==> config.mk <==
export PLATFORM = sky130hd
export DESIGN_NAME = xt_ppi_keyboard_interface_flat
export DESIGN_NICKNAME = d
export VERILOG_FILES = /design/src/hdl/xtppi_pkg.sv /design/src/hdl/xtppi_in_if.sv /design/src/hdl/xtppi_out_if.sv /design/src/hdl/xtppi_step.sv /design/src/hdl/xt_ppi_keyboard_interface.sv /design/src/flat_wrapper.sv
export SDC_FILE = /design/constraint.sdc
export NUM_CORES = 1
export LEC_CHECK = 0
export BUFFER_PORTS_ARGS = -buffer_cell sky130_fd_sc_hd__buf_2
export CORE_AREA = 2 2 120 122
export DETAILED_ROUTE_END_ITERATION = 12
export DIE_AREA = 0 0 122 124
export PLACE_DENSITY = 0.7
export SYNTH_ARGS = -nofsm -noshare
export SYNTH_HDL_FRONTEND = slang
export SYNTH_SLANG_ARGS = --single-unit
==> constraint.sdc <==
create_clock -name clk -period 3.3 [get_ports clk]
set_clock_uncertainty 0.2 [all_clocks]
set_input_delay 0.33 -clock clk [delete_from_list [all_inputs] [get_ports clk]]
set_output_delay 0.33 -clock clk [all_outputs]
set_load 0.05 [all_outputs]
==> src/hdl/xtppi_pkg.sv <==
`default_nettype none

package xtppi_pkg;

    typedef enum logic [1:0] {
        CMD_READ  = 2'd0,
        CMD_WRITE = 2'd1,
        CMD_FAULT = 2'd2,
        CMD_KEY   = 2'd3
    } cmd_t;

    localparam logic [1:0] ST_OK        = 2'd0;
    localparam logic [1:0] ST_BAD_ADDR  = 2'd1;
    localparam logic [1:0] ST_CTRL_READ = 2'd2;
    localparam logic [1:0] ST_REFUSED   = 2'd3;

    localparam logic [1:0] CFG_BASE_PORT = 2'd0;
    localparam logic [1:0] CFG_DIP_LOW   = 2'd1;
    localparam logic [1:0] CFG_DIP_HIGH  = 2'd2;

    localparam logic [15:0] BASE_PORT_RESET = 16'h0060;
    localparam logic [7:0]  MODE_RESET      = 8'h9b;

    localparam logic [7:0] MODE_NOT_ZERO = 8'h64;
    localparam logic [7:0] MODE_FLAG     = 8'h80;
    localparam logic [7:0] B_CLK_ENABLE  = 8'h40;
    localparam logic [7:0] B_KBD_CLEAR   = 8'h80;
    localparam logic [7:0] B_NO_IOCHK    = 8'h20;
    localparam logic [7:0] B_NO_PARITY   = 8'h10;
    localparam logic [7:0] C_IOCHK       = 8'h40;
    localparam logic [7:0] C_PARITY      = 8'h80;
    localparam logic [7:0] NIBBLE_LOW    = 8'h0f;
    localparam logic [7:0] NIBBLE_HIGH   = 8'hf0;

    typedef struct packed {
        logic [15:0] base_port;
        logic [3:0]  dip_low;
        logic [3:0]  dip_high;
    } cfg_t;

    typedef struct packed {
        logic [7:0] mode_word;
        logic [7:0] latch_a;
        logic [7:0] latch_b;
        logic [7:0] latch_c;
        logic [7:0] held_key;
        logic       key_ready;
        logic       io_check_level;
        logic       parity_level;
        logic       nmi_sent;
    } state_t;

    localparam state_t STATE_RESET = '{
        mode_word:      MODE_RESET,
        latch_a:        8'h00,
        latch_b:        8'h00,
        latch_c:        8'h00,
        held_key:       8'h00,
        key_ready:      1'b0,
        io_check_level: 1'b0,
        parity_level:   1'b0,
        nmi_sent:       1'b0
    };

    typedef struct packed {
        logic [1:0]  command;
        logic [15:0] address;
        logic [7:0]  write_data;
        logic        fault_select;
        logic        fault_level;
        logic [7:0]  key_byte;
    } in_item_t;

    typedef struct packed {
        logic [7:0] read_data;
        logic [1:0] status;
        logic       irq_level;
        logic       nmi_pulse;
        logic       speaker_gate;
        logic       speaker_enable;
        logic       kbd_clock_held;
        logic       kbd_clear;
        logic       key_dropped;
    } out_item_t;

endpackage

`default_nettype wire

==> src/hdl/xtppi_in_if.sv <==
`default_nettype none

interface xtppi_in_if;
    logic        valid;
    logic        ready;
    logic [1:0]  command;
    logic [15:0] address;
    logic [7:0]  write_data;
    logic        fault_select;
    logic        fault_level;
    logic [7:0]  key_byte;

    modport source (
        output valid, command, address, write_data, fault_select, fault_level, key_byte,
        input  ready
    );
    modport sink (
        input  valid, command, address, write_data, fault_select, fault_level, key_byte,
        output ready
    );
endinterface

`default_nettype wire

==> src/hdl/xtppi_out_if.sv <==
`default_nettype none

interface xtppi_out_if;
    logic       valid;
    logic       ready;
    logic [7:0] read_data;
    logic [1:0] status;
    logic       irq_level;
    logic       nmi_pulse;
    logic       speaker_gate;
    logic       speaker_enable;
    logic       kbd_clock_held;
    logic       kbd_clear;
    logic       key_dropped;

    modport source (
        output valid, read_data, status, irq_level, nmi_pulse, speaker_gate,
               speaker_enable, kbd_clock_held, kbd_clear, key_dropped,
        input  ready
    );
    modport sink (
        input  valid, read_data, status, irq_level, nmi_pulse, speaker_gate,
               speaker_enable, kbd_clock_held, kbd_clear, key_dropped,
        output ready
    );
endinterface

`default_nettype wire

==> src/hdl/xtppi_step.sv <==
`default_nettype none

module xtppi_step
    import xtppi_pkg::*;
(
    input  wire cfg_t     cfg,
    input  wire state_t   cur,
    input  wire in_item_t item,
    output state_t        nxt,
    output out_item_t     res
);

    logic        in_mode0;
    logic        a_is_input;
    logic        b_is_output;
    logic [7:0]  c_view;
    logic [3:0]  switch_nibble;
    logic [15:0] pa;
    logic [15:0] pb;
    logic [15:0] pc;
    logic [15:0] pk;
    logic [7:0]  bit_mask;
    logic        do_refresh;
    logic        nxt_b_out;
    logic        pending;
    logic        kbd_enabled;
    logic [7:0]  rdata;
    logic [1:0]  status;
    logic        released;
    logic        nmi;
    state_t      upd;

    assign in_mode0    = (cur.mode_word & MODE_NOT_ZERO) == 8'h00;
    assign a_is_input  = in_mode0 && cur.mode_word[4];
    assign b_is_output = in_mode0 && !cur.mode_word[1];

    assign pa = cfg.base_port;
    assign pb = cfg.base_port + 16'd1;
    assign pc = cfg.base_port + 16'd2;
    assign pk = cfg.base_port + 16'd3;

    assign switch_nibble = cur.latch_b[3] ? cfg.dip_high : cfg.dip_low;
    assign bit_mask      = 8'h01 << item.write_data[3:1];
    assign kbd_enabled   = b_is_output &&
                           ((cur.latch_b & (B_CLK_ENABLE | B_KBD_CLEAR)) == B_CLK_ENABLE);

    always_comb
    begin
        c_view = 8'h00;
        if (in_mode0)
        begin
            if (!cur.mode_word[0])
                c_view = c_view | (cur.latch_c & NIBBLE_LOW);
            else
                c_view = c_view | {4'h0, switch_nibble};
            if (!cur.mode_word[3])
                c_view = c_view | (cur.latch_c & NIBBLE_HIGH);
            else
            begin
                if (cur.io_check_level)
                    c_view = c_view | C_IOCHK;
                if (cur.parity_level)
                    c_view = c_view | C_PARITY;
            end
        end
    end

    always_comb
    begin
        upd        = cur;
        rdata      = 8'h00;
        status     = ST_OK;
        released   = 1'b0;
        do_refresh = 1'b0;
        case (cmd_t'(item.command))
            CMD_READ:
            begin
                if (item.address == pa)
                    rdata = a_is_input ? (cur.key_ready ? cur.held_key : 8'h00) : cur.latch_a;
                else if (item.address == pb)
                    rdata = b_is_output ? cur.latch_b : 8'h00;
                else if (item.address == pc)
                    rdata = c_view;
                else if (item.address == pk)
                    status = ST_CTRL_READ;
                else
                    status = ST_BAD_ADDR;
            end
            CMD_WRITE:
            begin
                if (item.address == pa)
                    upd.latch_a = item.write_data;
                else if (item.address == pb)
                begin
                    upd.latch_b = item.write_data;
                    if ((item.write_data & B_KBD_CLEAR) != 8'h00)
                    begin
                        upd.key_ready = 1'b0;
                        released      = 1'b1;
                    end
                    do_refresh = 1'b1;
                end
                else if (item.address == pc)
                    upd.latch_c = item.write_data;
                else if (item.address == pk)
                begin
                    if ((item.write_data & MODE_FLAG) != 8'h00)
                        upd.mode_word = item.write_data;
                    else if (item.write_data[0])
                        upd.latch_c = cur.latch_c | bit_mask;
                    else
                        upd.latch_c = cur.latch_c & ~bit_mask;
                    do_refresh = 1'b1;
                end
                else
                    status = ST_BAD_ADDR;
            end
            CMD_FAULT:
            begin
                if (!item.fault_select)
                    upd.io_check_level = item.fault_level;
                else
                    upd.parity_level = item.fault_level;
                do_refresh = 1'b1;
            end
            default:
            begin
                if (cur.key_ready || !kbd_enabled)
                    status = ST_REFUSED;
                else
                begin
                    upd.held_key  = item.key_byte;
                    upd.key_ready = 1'b1;
                end
            end
        endcase
    end

    // nmi refresh looks at the state after the update
    assign nxt_b_out = ((upd.mode_word & MODE_NOT_ZERO) == 8'h00) && !upd.mode_word[1];
    assign pending   = nxt_b_out &&
                       ((upd.io_check_level && ((upd.latch_b & B_NO_IOCHK) == 8'h00)) ||
                        (upd.parity_level && ((upd.latch_b & B_NO_PARITY) == 8'h00)));

    always_comb
    begin
        nxt = upd;
        nmi = 1'b0;
        if (do_refresh)
        begin
            nxt.nmi_sent = pending;
            nmi          = pending && !upd.nmi_sent;
        end
    end

    always_comb
    begin
        res.read_data      = rdata;
        res.status         = status;
        res.irq_level      = nxt.key_ready;
        res.nmi_pulse      = nmi;
        res.speaker_gate   = nxt.latch_b[0];
        res.speaker_enable = nxt.latch_b[1];
        res.kbd_clock_held = !nxt.latch_b[6];
        res.kbd_clear      = nxt.latch_b[7];
        res.key_dropped    = released;
    end

endmodule

`default_nettype wire

==> src/hdl/xt_ppi_keyboard_interface.sv <==
`default_nettype none
// a request is taken into the request register and moves on to the result register
// when that register is empty or its result is being accepted
// throughput: one request per cycle while result.ready stays high, set by the
// single-pass step logic between the request register and the result register
// reset: asynchronous active-low rst_n clears both stage valid bits, sets all ppi
// state and the configuration registers to their power-on values

module xt_ppi_keyboard_interface
    import xtppi_pkg::*;
(
    input  wire logic        clk,
    input  wire logic        rst_n,
    input  wire logic        cfg_we,
    input  wire logic [1:0]  cfg_index,
    input  wire logic [15:0] cfg_data,
    xtppi_in_if.sink         request,
    xtppi_out_if.source      result
);

    cfg_t      cfg_reg;
    state_t    state_reg;
    state_t    state_next;
    in_item_t  in_reg;
    logic      in_valid_reg;
    out_item_t out_reg;
    out_item_t out_next;
    logic      out_valid_reg;
    logic      advance;
    logic      take;

    assign advance       = in_valid_reg && (!out_valid_reg || result.ready);
    assign request.ready = !in_valid_reg || advance;
    assign take          = request.valid && request.ready;

    xtppi_step u_step (
        .cfg  (cfg_reg),
        .cur  (state_reg),
        .item (in_reg),
        .nxt  (state_next),
        .res  (out_next)
    );

    always_ff @(posedge clk or negedge rst_n)
    begin
        if (!rst_n)
        begin
            cfg_reg.base_port <= BASE_PORT_RESET;
            cfg_reg.dip_low   <= 4'h0;
            cfg_reg.dip_high  <= 4'h0;
        end
        else if (cfg_we)
        begin
            case (cfg_index)
                CFG_BASE_PORT: cfg_reg.base_port <= cfg_data;
                CFG_DIP_LOW:   cfg_reg.dip_low   <= cfg_data[3:0];
                CFG_DIP_HIGH:  cfg_reg.dip_high  <= cfg_data[3:0];
                default:       cfg_reg           <= cfg_reg;
            endcase
        end
    end

    always_ff @(posedge clk or negedge rst_n)
    begin
        if (!rst_n)
            state_reg <= STATE_RESET;
        else if (advance)
            state_reg <= state_next;
    end

    always_ff @(posedge clk or negedge rst_n)
    begin
        if (!rst_n)
        begin
            in_valid_reg  <= 1'b0;
            out_valid_reg <= 1'b0;
        end
        else
        begin
            if (take)
                in_valid_reg <= 1'b1;
            else if (advance)
                in_valid_reg <= 1'b0;
            if (advance)
                out_valid_reg <= 1'b1;
            else if (result.ready)
                out_valid_reg <= 1'b0;
        end
    end

    // payload stages
    always_ff @(posedge clk)
    begin
        if (take)
        begin
            in_reg.command      <= request.command;
            in_reg.address      <= request.address;
            in_reg.write_data   <= request.write_data;
            in_reg.fault_select <= request.fault_select;
            in_reg.fault_level  <= request.fault_level;
            in_reg.key_byte     <= request.key_byte;
        end
        if (advance)
            out_reg <= out_next;
    end

    assign result.valid          = out_valid_reg;
    assign result.read_data      = out_reg.read_data;
    assign result.status         = out_reg.status;
    assign result.irq_level      = out_reg.irq_level;
    assign result.nmi_pulse      = out_reg.nmi_pulse;
    assign result.speaker_gate   = out_reg.speaker_gate;
    assign result.speaker_enable = out_reg.speaker_enable;
    assign result.kbd_clock_held = out_reg.kbd_clock_held;
    assign result.kbd_clear      = out_reg.kbd_clear;
    assign result.key_dropped    = out_reg.key_dropped;

endmodule

`default_nettype wire

==> src/flat_wrapper.sv <==
// flat-port wrapper written by rule: the top's interface ports become plain ports
module xt_ppi_keyboard_interface_flat import xtppi_pkg::*;
  (clk, rst_n, cfg_we, cfg_index, cfg_data, request_valid, request_command, request_address, request_write_data, request_fault_select, request_fault_level, request_key_byte, request_ready, result_valid, result_read_data, result_status, result_irq_level, result_nmi_pulse, result_speaker_gate, result_speaker_enable, result_kbd_clock_held, result_kbd_clear, result_key_dropped, result_ready);
  xtppi_in_if request_i ();
  xtppi_out_if result_i ();
  input  wire logic clk;
  input  wire logic rst_n;
  input  wire logic cfg_we;
  input  wire logic [1:0] cfg_index;
  input  wire logic [15:0] cfg_data;
  input wire logic [$bits(request_i.valid)-1:0] request_valid;
  input wire logic [$bits(request_i.command)-1:0] request_command;
  input wire logic [$bits(request_i.address)-1:0] request_address;
  input wire logic [$bits(request_i.write_data)-1:0] request_write_data;
  input wire logic [$bits(request_i.fault_select)-1:0] request_fault_select;
  input wire logic [$bits(request_i.fault_level)-1:0] request_fault_level;
  input wire logic [$bits(request_i.key_byte)-1:0] request_key_byte;
  output wire logic [$bits(request_i.ready)-1:0] request_ready;
  output wire logic [$bits(result_i.valid)-1:0] result_valid;
  output wire logic [$bits(result_i.read_data)-1:0] result_read_data;
  output wire logic [$bits(result_i.status)-1:0] result_status;
  output wire logic [$bits(result_i.irq_level)-1:0] result_irq_level;
  output wire logic [$bits(result_i.nmi_pulse)-1:0] result_nmi_pulse;
  output wire logic [$bits(result_i.speaker_gate)-1:0] result_speaker_gate;
  output wire logic [$bits(result_i.speaker_enable)-1:0] result_speaker_enable;
  output wire logic [$bits(result_i.kbd_clock_held)-1:0] result_kbd_clock_held;
  output wire logic [$bits(result_i.kbd_clear)-1:0] result_kbd_clear;
  output wire logic [$bits(result_i.key_dropped)-1:0] result_key_dropped;
  input wire logic [$bits(result_i.ready)-1:0] result_ready;
  assign request_i.valid = request_valid;
  assign request_i.command = request_command;
  assign request_i.address = request_address;
  assign request_i.write_data = request_write_data;
  assign request_i.fault_select = request_fault_select;
  assign request_i.fault_level = request_fault_level;
  assign request_i.key_byte = request_key_byte;
  assign request_ready = request_i.ready;
  assign result_valid = result_i.valid;
  assign result_read_data = result_i.read_data;
  assign result_status = result_i.status;
  assign result_irq_level = result_i.irq_level;
  assign result_nmi_pulse = result_i.nmi_pulse;
  assign result_speaker_gate = result_i.speaker_gate;
  assign result_speaker_enable = result_i.speaker_enable;
  assign result_kbd_clock_held = result_i.kbd_clock_held;
  assign result_kbd_clear = result_i.kbd_clear;
  assign result_key_dropped = result_i.key_dropped;
  assign result_i.ready = result_ready;
  xt_ppi_keyboard_interface u_core (.clk(clk), .rst_n(rst_n), .cfg_we(cfg_we), .cfg_index(cfg_index), .cfg_data(cfg_data), .request(request_i), .result(result_i));
endmodule
==> results by group, run 1 <==
Final layout
  – Max FFs per register: 36
  – Final Core Density: 66.3%
  – FILL cells: 1022
  – Leading cell type in the layout, fill and taps excluded: buf_2
  – Fin nets: 870
  – Layout cell share with drive strength beyond 1: 34.2%
  – Antenna cells: 0
  – Most frequent cells in the layout: buf_2 (77), buf_4 (73), dfrtp_1 (58)
  – Area occupied by multi-input gates: 0.00334 sq mm
  – Layout area overhead: 33.6%
  – Sequential cell area: 0.00333 sq mm

Hold path
  – Hold Path Class: input port to flop

Setup path
  – Crit Path Max Fanout: 5
  – Critical Path End Type: flop
  – CP top delay family: simple AND/OR/NAND/NOR gates
  – Worst EP required: 3390 ps
  – CP dominant cell by count: buf_4
  – CP Class: flop to flop
  – CP max-delay cell: dfstp_2
  – Worst Path Buf+Inv: 2
  – Startpoint Class: flop
  – Largest stage delay, worst path: 560 ps
  – Cell chain of the critical path: nand4_1 -> buf_4 -> or4_4 -> a21boi_0 -> or3_1 -> nor4bb_4 -> and4_1 -> o221a_1 -> buf_4 -> mux2_2
  – Crit path DAT: 3270 ps

Yosys
  – Post-synth EDFFs: 53
  – Syn nets: 678
  – Flops & latches, synth: 122
  – Leading area contributor after synthesis: edfxtp_1
  – Main synth FF type: dfrtp_1
  – Sequential area share after synthesis: 48.8%
  – Top post-synthesis cells by area: edfxtp_1 (23%), dfrtp_1 (23%), mux2_2 (9.4%), nand2_1 (3.0%), xnor2_1 (3.0%)
  – Number of library cell types mapped by synthesis: 75
  – Ys Warns: 0
  – Avg Cell Area, Syn: 11.2 sq um
  – Mapped Cells: 610
  – Share of the synthesized area in the top cell type: 23.4%
  – Ys async rst share: 56.6%
  – Synth Cell Area: 0.00682 sq mm

STA
  – Final Cycle Share: 96.3%
  – Max-slew violations: 0
  – Slew @ Worst Pin: 945 ps
  – Fmax achieved: 315 MHz
  – Post-route minimum period: 3180 ps
  – Hold Vio Cnt, Final: 0
  – Relative slew slack: 37.0%
  – Final WS setup: 123 ps
  – Finish-stage setup viols: 0

Floorplanning
  – Initial Utilization: 49.7%
  – DIE WIDTH: 122 microns
  – Die area: 0.0151 sq mm
  – Area of the core: 0.0137 sq mm
  – Row cnt: 43
  – Io pins: 78
  – Vert. Die Dim: 124 microns

Place
  – Port Buf Inserts: 77
  – Setup slack at placement: 28.0 ps
  – Final Wtd Congestion: 0.965
  – HPWL Detailed: 14.0 mm

Clocking
  – Clk Latency, worst-skew pair: 420 ps
  – CTS Buffer Depth: 2
  – Total CTS buffers: 17
  – Root Buffer: clkbuf_16
  – Reg clk slew, reported paths: 60 ps
  – CTS Sinks: 122
  – TritonCTS clock tree: done
  – H-tree depth: 4

GRT
  – Initial antenna violation count: 1
  – Global Route Usage Sum: 27.3%
  – Largest net degree at the start of global routing: 37
  – Global route total overflow: 0
  – Global-route wire length before repair: 30.7 mm
  – Vias in the first global route: 5691

Drt
  – Initial DRC count: 471
  – 1st-pass router iterations: 5
  – Detail Route Antenna Nets: 0
  – Final WL: 19.5 mm
  – DR vias: 5750
  – DRC Markers: 0
  – DR vias/cell: 5.78
  – DR WL/cell: 19.6 microns

Power
  – Peak VDD IR: 0.000660 V
  – Pwr dens: 545 mW/mm^2
  – Leak: 3.77 nW

Run status
  – Status: finished clean

Job
  – Maximum capacitance violations: 0
repair_timing:
action | 4_1_cts | 5_1_grt
pin swaps | 0 | 4
gates resized for setup | 2 | 18
hold buffers | 54 | 0
endpoints found under the hold margin | 71 | 0
buffers inserted | 0 | 3
setup endpoints to repair | 1 | 32
final timing paths:
path | startpoint | endpoint | slack (ps) | depth (start not counted)
setup reg to reg | u_core.cfg_reg[13] | u_core.state_reg[0] | 120 | 10
setup / recovery | u_core.cfg_reg[13] | u_core.state_reg[0] | 120 | 10
hold / removal | cfg_data[2] | u_core.cfg_reg[10] | 30 | 2
max in group asynchronous | rst_n | u_core.state_reg[37] | 1880 | 3
min in group asynchronous | rst_n | u_core.cfg_reg[16] | 220 | 2
hold reg to reg | u_core.in_reg[5] | u_core.state_reg[9] | 280 | 1
final cells by class:
| type | instances | area share, % |
|---|---|---|
| clock buffers | 20 | 4.91 |
| clock inverters | 12 | 2.05 |
| inverters | 14 | 0.577 |
| multi-input cells | 440 | 36.7 |
| flip-flops and latches | 122 | 36.6 |
| well taps | 180 | 2.47 |
| repair buffers | 207 | 16.7 |
Yosys cell counts (all sizes together) (2+ instances only):
master and instances:
nor4 9, o21bai 3, or3 5, nand3b 8, nand2b 10, dfstp 6, a21boi 4, o21ai 25
or4 6, and3 6, a31o 3, o31ai 4, nor3b 3, ha 9, nor2b 13, a22oi 2
and4 11, a21oi 18, xnor3 2, buf 22, o22ai 3, a31oi 9, mux2i 10, nor2 19
nand4 22, a211oi 4, a21o 7, mux2 58, o211ai 6, dfrtp 63, o21a 2, clkbuf 12
a222oi 6, nor3 15, o32ai 2, nand2 55, edfxtp 53, nand3 17, xor2 13, a211o 3
xnor2 26, and2 5, inv 13, o2111ai 3
per-layer routing:
layer,share of wire [%],wire length (microns),vias up,GRT usage (%)
met3,7.8,1520,36,8.06
li1,-,-,2678,-
met4,2.3,455,2,8.91
met1,47,9110,2797,38.5
met5,0.067,13,-,0
met2,43,8460,237,40.4
power by group:
part | internal [mW] | leakage (nW) | switching (mW)
combinational | 0.492 | 2.10 | 0.605
clock | 1.30 | 0.307 | 0.712
sequential | 1.72 | 1.37 | 0.136
total | 3.51 | 3.77 | 1.45
worst register-to-register path, cell delays in order, from the launching register on:
cell and delay [ps]:
dfstp_2 560, nand4_1 100, buf_4 170, or4_4 500, a21boi_0 140, or3_1 370
nor4bb_4 200, and4_1 180, o221a_1 250, buf_4 130, mux2_2 250
through the flow:
| step | power, mW | std cells | hold slack, ps | setup TNS [ps] | area, sq um |
|---|---|---|---|---|---|
| 3_5_place_dp | 2.87 | 906 | 116 | 0 | 7830 |
| 4_1_cts | 4.94 | 992 | 11.8 | 0 | 9010 |
| 2_1_floorplan | 2.46 | 610 | -166 | 0 | 6820 |
| 6_report | 4.96 | 995 | 28.5 | 0 | 9100 |
| 3_3_place_gp | 2.87 | 906 | 100 | 0 | 7830 |
| 5_1_grt | 5.17 | 995 | 16.6 | -1.02 | 9100 |
logic make-up after synthesis:
| group | synth area share (%) |
|---|---|
| adder cells (fa/ha/maj) | 1.65 |
| buffers and inverters | 3.18 |
| XOR/XNOR | 6.00 |
| AO/OA/AOI/OAI | 11.9 |
| flip-flops | 48.8 |
| multiplexers | 11.1 |
| AND/OR/NAND/NOR | 17.4 |
No activity file was read; power rests on OpenSTA's default activity.
==> run 2: changes to the inputs <==
--- a/config.mk
+++ b/config.mk
@@ -5,11 +5,12 @@
 export SDC_FILE = /design/constraint.sdc
 export NUM_CORES = 1
 export LEC_CHECK = 0
+export ABC_AREA = 1
 export BUFFER_PORTS_ARGS = -buffer_cell sky130_fd_sc_hd__buf_2
-export CORE_AREA = 2 2 120 122
+export CORE_AREA = 2 2 126 128
 export DETAILED_ROUTE_END_ITERATION = 12
-export DIE_AREA = 0 0 122 124
-export PLACE_DENSITY = 0.7
+export DIE_AREA = 0 0 128 130
+export PLACE_DENSITY = 0.69
 export SYNTH_ARGS = -nofsm -noshare
 export SYNTH_HDL_FRONTEND = slang
 export SYNTH_SLANG_ARGS = --single-unit
==> results by group, run 2 <==
Run status
  – Status: finished clean

Floorplanning
  – Row cnt: 46 (+7.0%)
  – Area of the core: 0.0154 sq mm (+12%)
  – DIE WIDTH: 128 microns (+4.9%)
  – Vert. Die Dim: 130 microns (+4.8%)
  – Die area: 0.0166 sq mm (+10%)
  – Io pins: 78 (unchanged)
  – Initial Utilization: 48.3% (-1.3 points)

GRT
  – Vias in the first global route: 6454 (+13%)
  – Global route total overflow: 0 (unchanged)
  – Largest net degree at the start of global routing: 42 (+14%)
  – Global Route Usage Sum: 26.2% (-1.1 points)
  – Global-route wire length before repair: 33.4 mm (+8.7%)
  – Initial antenna violation count: 0 (-1)

Clocking
  – Total CTS buffers: 17 (unchanged)
  – TritonCTS clock tree: done
  – H-tree depth: 4 (unchanged)
  – Post-CTS Repair Setup Buffers: 0 (unchanged)
  – Clk Latency, worst-skew pair: 420 ps (about the same)
  – Root Buffer: clkbuf_16
  – CTS Sinks: 122 (unchanged)
  – Reg clk slew, reported paths: 60 ps (about the same)
  – CTS Buffer Depth: 2 (unchanged)

Drt
  – Initial DRC count: 619 (+31%)
  – DR vias: 6812 (+18%)
  – Detail Route Antenna Nets: 0 (unchanged)
  – Final WL: 20.8 mm (+6.5%)
  – 1st-pass router iterations: 5 (unchanged)
  – DR vias/cell: 5.22 (-9.7%)
  – DRC Markers: 0 (unchanged)
  – DR WL/cell: 16.0 microns (-19%)

Power
  – Peak VDD IR: 0.000405 V (-39%)
  – Total Power: 4.83 mW (-2.6%)
  – Pwr dens: 525 mW/mm^2 (-3.7%)
  – Leak: 4.32 nW (+14%)

STA
  – Relative slew slack: 36.3% (-0.71 points)
  – Slew @ Worst Pin: 954 ps (+8.36 ps)
  – Fin Setup TNS: 0 ps (unchanged)
  – Min Hold Slack: 19.3 ps (-9.26 ps)
  – Fmax achieved: 336 MHz (+6.8%)
  – Finish-stage setup viols: 0 (unchanged)
  – Post-route minimum period: 2970 ps (-204 ps)
  – Hold Vio Cnt, Final: 0 (unchanged)
  – Final WS setup: 326 ps (+204 ps)
  – Max-slew violations: 0 (unchanged)
  – Final Cycle Share: 90.1% (-6.2 points)
  – RSZ-0062 raised after global routing: no

Yosys
  – Post-synthesis adder-cell area fraction: 1.51% (-0.14 points)
  – Post-synthesis simple-gate area fraction: 32.9% (+15 points)
  – Ys async rst share: 56.6% (unchanged)
  – Top cells by count, synth: nand2_1 (309), inv_1 (113), nor2_1 (76)
  – Main synth FF type: dfrtp_1
  – Most frequent cell after synthesis: nand2_1
  – Ys Warns: 0 (unchanged)
  – Mapped Cells: 955 (+57%)
  – XOR/XNOR Fraction of Synth Area: 1.76% (-4.2 points)
  – Mux share of post-synthesis cell area: 1.81% (-9.2 points)
  – Top post-synthesis cells by area: edfxtp_1 (21%), dfrtp_1 (21%), nand2_1 (16%), inv_1 (5.7%), o21ai_0 (4.5%)
  – Sequential area share after synthesis: 44.6% (-4.2 points)
  – Number of library cell types mapped by synthesis: 48 (-36%)
  – Flops & latches, synth: 122 (unchanged)
  – Avg Cell Area, Syn: 7.81 sq um (-30%)
  – Synth Cell Area: 0.00745 sq mm (+9.4%)
  – Post-synth EDFFs: 53 (unchanged)
  – Leading area contributor after synthesis: edfxtp_1
  – Syn nets: 1023 (+51%)
  – Main combinational cell family by area after synthesis: simple AND/OR/NAND/NOR gates
  – Synth Area in Compound Gates: 10.2% (-1.6 points)
  – Share of the synthesized area in the top cell type: 21.3% (-2.0 points)

Setup path
  – Worst EP required: 3400 ps (about the same)
  – Crit Path Max Fanout: 8 (+3)
  – CP dominant cell by count: nand2_1
  – Startpoint Class: flop
  – Largest stage delay, worst path: 480 ps (-80 ps)
  – Critical Path End Type: flop
  – CP Class: flop to flop
  – CP top delay family: simple AND/OR/NAND/NOR gates
  – Cell chain of the critical path: inv_1 -> ha_1 -> nand2_1 -> nand2_1 -> nand2_1 -> nand2_1 -> nand2_1 -> nand2_1 -> nand2_1 -> nor2_1 -> nand3b_1 -> nor2_2 -> inv_2 -> a21oi_4 -> nand3_1 -> nand2_1 -> o21ai_1
  – Crit path DAT: 3080 ps (-190 ps)
  – CP max-delay cell: dfrtp_2
  – Worst Path Buf+Inv: 2 (unchanged)

Place
  – Port Buf Inserts: 77 (unchanged)
  – Placement Cell Area: 0.00811 sq mm (+3.6%)
  – HPWL Detailed: 15.3 mm (+9.3%)
  – Setup slack at placement: 190 ps (+162 ps)
  – Final Wtd Congestion: 1.01 (+4.5%)

Final layout
  – Cell area after layout: 0.00920 sq mm (+1.1%)
  – Layout cell share with drive strength beyond 1: 18.6% (-16 points)
  – Layout area overhead: 23.4%
  – Most frequent cells in the layout: nand2_1 (309), inv_1 (113), buf_2 (77)
  – Max FFs per register: 36 (unchanged)
  – Antenna cells: 0 (unchanged)
  – Fin nets: 1168 (+34%)
  – Leading cell type in the layout, fill and taps excluded: nand2_1
  – FILL cells: 1410 (+38%)

Job
  – Maximum capacitance violations: 0 (unchanged)

Hold path
  – Hold Path Class: input port to flop
## run 2: cell count changes after synthesis, moves of 10 or more
cell and delta:
nor2b_1 -13, buf_2 -13, o21ai_0 +42, xnor2_1 -18, mux2_2 -45, inv_1 +100
nand2b_1 -10, nor2_1 +57, nand2_1 +254, mux2i_1 -10, o21ai_1 +14, o21ai_2 +11
nand3_1 +43, and4_1 -11
## run 2: final cells by class
| cell class | count | area [sq um] | share of cell area (%) |
|---|---|---|---|
| Clock buffer | 19 | 464 | 5.04 |
| Clock inverter | 13 | 116 | 1.26 |
| Inverter | 119 | 449 | 4.88 |
| Multi-Input combinational cell | 699 | 3600 | 39.1 |
| Sequential cell | 122 | 3330 | 36.2 |
| Tap cell | 192 | 240 | 2.61 |
| Timing Repair Buffer | 141 | 1000 | 10.9 |
## run 2: power by group
| group | switching (mW) | internal [mW] |
|---|---|---|
| registers | 0.133 | 1.73 |
| clock network | 0.724 | 1.10 |
| logic | 0.781 | 0.359 |
## run 2: final timing paths
path                                         from  slack [ps]  cells after the start              endpoint
worst min register to register   u_core.in_reg[7]         280                      1  u_core.state_reg[11]
max in group asynchronous                   rst_n        1850                      3    u_core.cfg_reg[14]
worst max-delay path            u_core.cfg_reg[9]         330                     17                  flop
worst min-delay path                  cfg_data[5]          20                      3    u_core.cfg_reg[13]
worst max register to register  u_core.cfg_reg[9]         330                     17                  flop
min in group asynchronous                   rst_n         310                      2  u_core.state_reg[10]
## run 2: stage by stage
stage          instances  utilization (%)
2_1_floorplan        955                -
6_report            1305             59.7
3_5_place_dp        1223             52.6
5_1_grt             1305             59.7
4_1_cts             1305             59.6
3_3_place_gp        1223             52.6
## run 2: repair_timing
action                                  in CTS  in global routing
endpoints found under the setup margin       0                 17
hold endpoints to repair                    77                  0
resized for setup                            0                  4
hold buffers                                50                  0
## run 2: kinds of logic (layout without fill, tap and decap cells)
logic type | count (synthesis) | in the layout
DFF | 122 | 122
buffers and inverters | 134 | 292
AOI/OAI and AO/OA | 133 | 133
xor gates and xnor gates | 15 | 15
and+or+nand+nor | 530 | 530
adders and majority gates | 9 | 9
muxes | 12 | 12
## run 2: layer usage
layer | share of wire [%] | track usage [%]
met1 | 47 | 36.1
met2 | 45 | 41.5
met3 | 6.6 | 6.60
met4 | 1.8 | 7.37
met5 | 0 | 0
## run 2: worst reg2reg max path, delay by kind of cell, from the launching register on
| kind | cells | cell delay (ps) |
|---|---|---|
| and+or+nand+nor | 12 | 1510 |
| DFF | 1 | 480 |
| AOI/OAI and AO/OA | 2 | 320 |
| buffers and inverters | 2 | 210 |
| adders and majority gates | 1 | 150 |
==> run 3: changes to the inputs <==
--- a/config.mk
+++ b/config.mk
@@ -10,7 +10,8 @@
 export CORE_AREA = 2 2 126 128
 export DETAILED_ROUTE_END_ITERATION = 12
 export DIE_AREA = 0 0 128 130
-export PLACE_DENSITY = 0.69
+export GPL_TIMING_DRIVEN = 1
+export PLACE_DENSITY = 0.66
 export SYNTH_ARGS = -nofsm -noshare
 export SYNTH_HDL_FRONTEND = slang
 export SYNTH_SLANG_ARGS = --single-unit
==> constraint.sdc (replaced) <==
create_clock -name clk -period 3.55 [get_ports clk]
set_clock_uncertainty 0.2 [all_clocks]
set_input_delay 0.355 -clock clk [delete_from_list [all_inputs] [get_ports clk]]
set_output_delay 0.355 -clock clk [all_outputs]
set_load 0.05 [all_outputs]
==> results by group, run 3 (synthesized netlist as in run 2, its figures left out) <==
Setup path
  – CP dominant cell by count: nand2_1
  – Largest stage delay, worst path: 510 ps (+30 ps)
  – Length in cells of the worst reg-to-reg path: 14 (-3)
  – CP max-delay cell: dfrtp_1
  – Crit path DAT: 3340 ps (+260 ps)
  – Critical Path End Type: flop
  – CP Class: flop to flop
  – Worst Path Buf+Inv: 2 (unchanged)
  – Reg2reg setup slack: 330 ps (about the same)
  – Startpoint Class: flop
  – CP top delay family: simple AND/OR/NAND/NOR gates
  – Crit Path Max Fanout: 14 (+6)
  – Worst EP required: 3670 ps (+270 ps)
  – Reg2reg end: u_core.state_reg[41]
  – Cell chain of the critical path: inv_1 -> ha_1 -> nor2_2 -> nand2_1 -> nor2_1 -> nand2_1 -> nand2_1 -> nand3_1 -> nor2_1 -> nand3_2 -> nor2_4 -> nand2_2 -> o21ai_0 -> inv_1
  – RR Startpoint: u_core.cfg_reg[9]

GRT
  – Global route total overflow: 0 (unchanged)
  – Largest net degree at the start of global routing: 70 (+67%)
  – Vias in the first global route: 6446 (-0.12%)
  – Initial antenna violation count: 0 (unchanged)
  – Global Route Usage Sum: 26.2% (about the same)
  – Global-route wire length before repair: 33.3 mm (-0.27%)

Power
  – Leak: 4.30 nW (-0.42%)
  – Pwr dens: 497 mW/mm^2 (-5.4%)
  – Peak VDD IR: 0.000413 V (+2.0%)

Final layout
  – Leading cell type in the layout, fill and taps excluded: nand2_1
  – Sequential cell area: 0.00333 sq mm (-0.11%)
  – Layout cell share with drive strength beyond 1: 18.1% (-0.55 points)
  – FILL cells: 1409 (-0.071%)
  – Most frequent cells in the layout: nand2_1 (309), inv_1 (113), buf_2 (77)
  – Non-filler cells, final: 1300 (-0.38%)
  – Fin nets: 1163 (-0.43%)
  – Final Core Density: 59.4% (-0.30 points)
  – Layout area overhead: 22.8%
  – Antenna cells: 0 (unchanged)
  – Max FFs per register: 36 (unchanged)
  – Area occupied by multi-input gates: 0.00359 sq mm (-0.14%)

STA
  – Fin Setup TNS: 0 ps (unchanged)
  – Max-slew violations: 0 (unchanged)
  – Hold Vio Cnt, Final: 0 (unchanged)
  – Final Cycle Share: 90.6% (+0.53 points)
  – Slew @ Worst Pin: 933 ps (-20.7 ps)
  – Relative slew slack: 37.8% (+1.5 points)
  – RSZ-0062 raised after global routing: no
  – Finish-stage setup viols: 0 (unchanged)
  – Post-route minimum period: 3220 ps (+244 ps)
  – Fmax achieved: 311 MHz (-7.6%)

Hold path
  – Hold Path Class: input port to flop
  – Hold depth: 3 (unchanged)
  – Hold endpoint: u_core.cfg_reg[18]
  – Hold Crit Start: cfg_data[10]

Floorplanning
  – Io pins: 78 (unchanged)
  – Area of the core: 0.0154 sq mm (unchanged)
  – DIE WIDTH: 128 microns (unchanged)
  – Die area: 0.0166 sq mm (unchanged)
  – Initial Utilization: 48.3% (unchanged)
  – Row cnt: 46 (unchanged)
  – Vert. Die Dim: 130 microns (unchanged)

Job
  – Maximum capacitance violations: 0 (unchanged)

Run status
  – Status: finished clean

Clocking
  – Total CTS buffers: 17 (unchanged)
  – Reg clk slew, reported paths: 70 ps (about the same)
  – Clk Latency, worst-skew pair: 430 ps (about the same)
  – H-tree depth: 4 (unchanged)
  – Root Buffer: clkbuf_16
  – Post-CTS Repair Setup Buffers: 0 (unchanged)
  – CTS Sinks: 122 (unchanged)
  – TritonCTS clock tree: done
  – CTS Buffer Depth: 2 (unchanged)

Drt
  – DR WL/cell: 16.1 microns (+0.81%)
  – Detail Route Antenna Nets: 0 (unchanged)
  – Final WL: 20.9 mm (+0.42%)
  – DR vias/cell: 5.29 (+1.3%)
  – Initial DRC count: 780 (+26%)
  – DRC Markers: 0 (unchanged)
  – 1st-pass router iterations: 6 (+1)
  – DR vias: 6873 (+0.90%)

Place
  – Final Wtd Congestion: 0.935 (-7.3%)
  – HPWL Detailed: 14.9 mm (-2.2%)
  – DP Cell Count: 1218 (-0.41%)
  – Port Buf Inserts: 77 (unchanged)
run 3: changes by cell type in the layout (fill, tap and decap cells not counted), sizes merged:
cell    before  now
clkbuf      19   17
buf         91   86
clkinv      11   10
inv        118  120
bufinv       1    2
run 3: timing repair:
item	in CTS	in global routing
hold buffers	50	0
endpoints found under the hold margin	112	0
resized for setup	0	0
run 3: worst min-delay path, delay by kind of cell:
family	cells	cell delay (ps)
AOI/OAI and AO/OA	1	110
buffers and inverters	1	90
and+or+nand+nor	1	40
run 3: power by group:
group	internal [mW]	total [mW]	switching [mW]
clock network	1.05	1.77	0.724
logic	0.325	1.05	0.721
registers	1.61	1.73	0.119
run 3: how the worst max path moves through the flow:
stage | startpoint | to | slack (ps) | cells past startpoint
2_1_floorplan | u_core.result.valid | u_core.state_reg[10] | 900 | 5
3_5_place_dp | u_core.cfg_reg[9] | u_core.state_reg[41] | 430 | 14
6_report | u_core.cfg_reg[9] | u_core.state_reg[41] | 330 | 14
3_3_place_gp | u_core.cfg_reg[9] | u_core.result.nmi_pulse | 410 | 16
5_1_grt | u_core.cfg_reg[9] | u_core.state_reg[41] | 90 | 14
4_1_cts | u_core.cfg_reg[9] | u_core.result.nmi_pulse | 420 | 16
run 3: through the flow:
stage               setup slack (ps)  cell area, sq um  hold WS, ps  power, mW
detailed placement               428              8060          265       2.73
finish                           332              9160         16.4       4.55
global placement                 406              8060          260       2.73
floorplan                        904              7450         -141       2.42
global route                    92.9              9160         49.3       4.75
CTS                              420              9160         4.40       4.54
run 3: final cells by class:
cell class / instances / share of cell area [%]
multi-input combinational: 699 / 39.3
tap: 192 / 2.62
clock buffer: 17 / 4.65
sequential: 122 / 36.3
clock inverter: 15 / 1.83
inverter: 119 / 4.91
timing repair buffer: 136 / 10.4
run 3: per-layer routing:
layer | GRT usage [%] | vias up | wire length (microns)
li1 | - | 3401 | -
met1 | 38.2 | 3170 | 9790
met2 | 40.1 | 267 | 9250
met3 | 4.22 | 35 | 1510
met4 | 8.86 | 0 | 352
met5 | 0 | - | 0
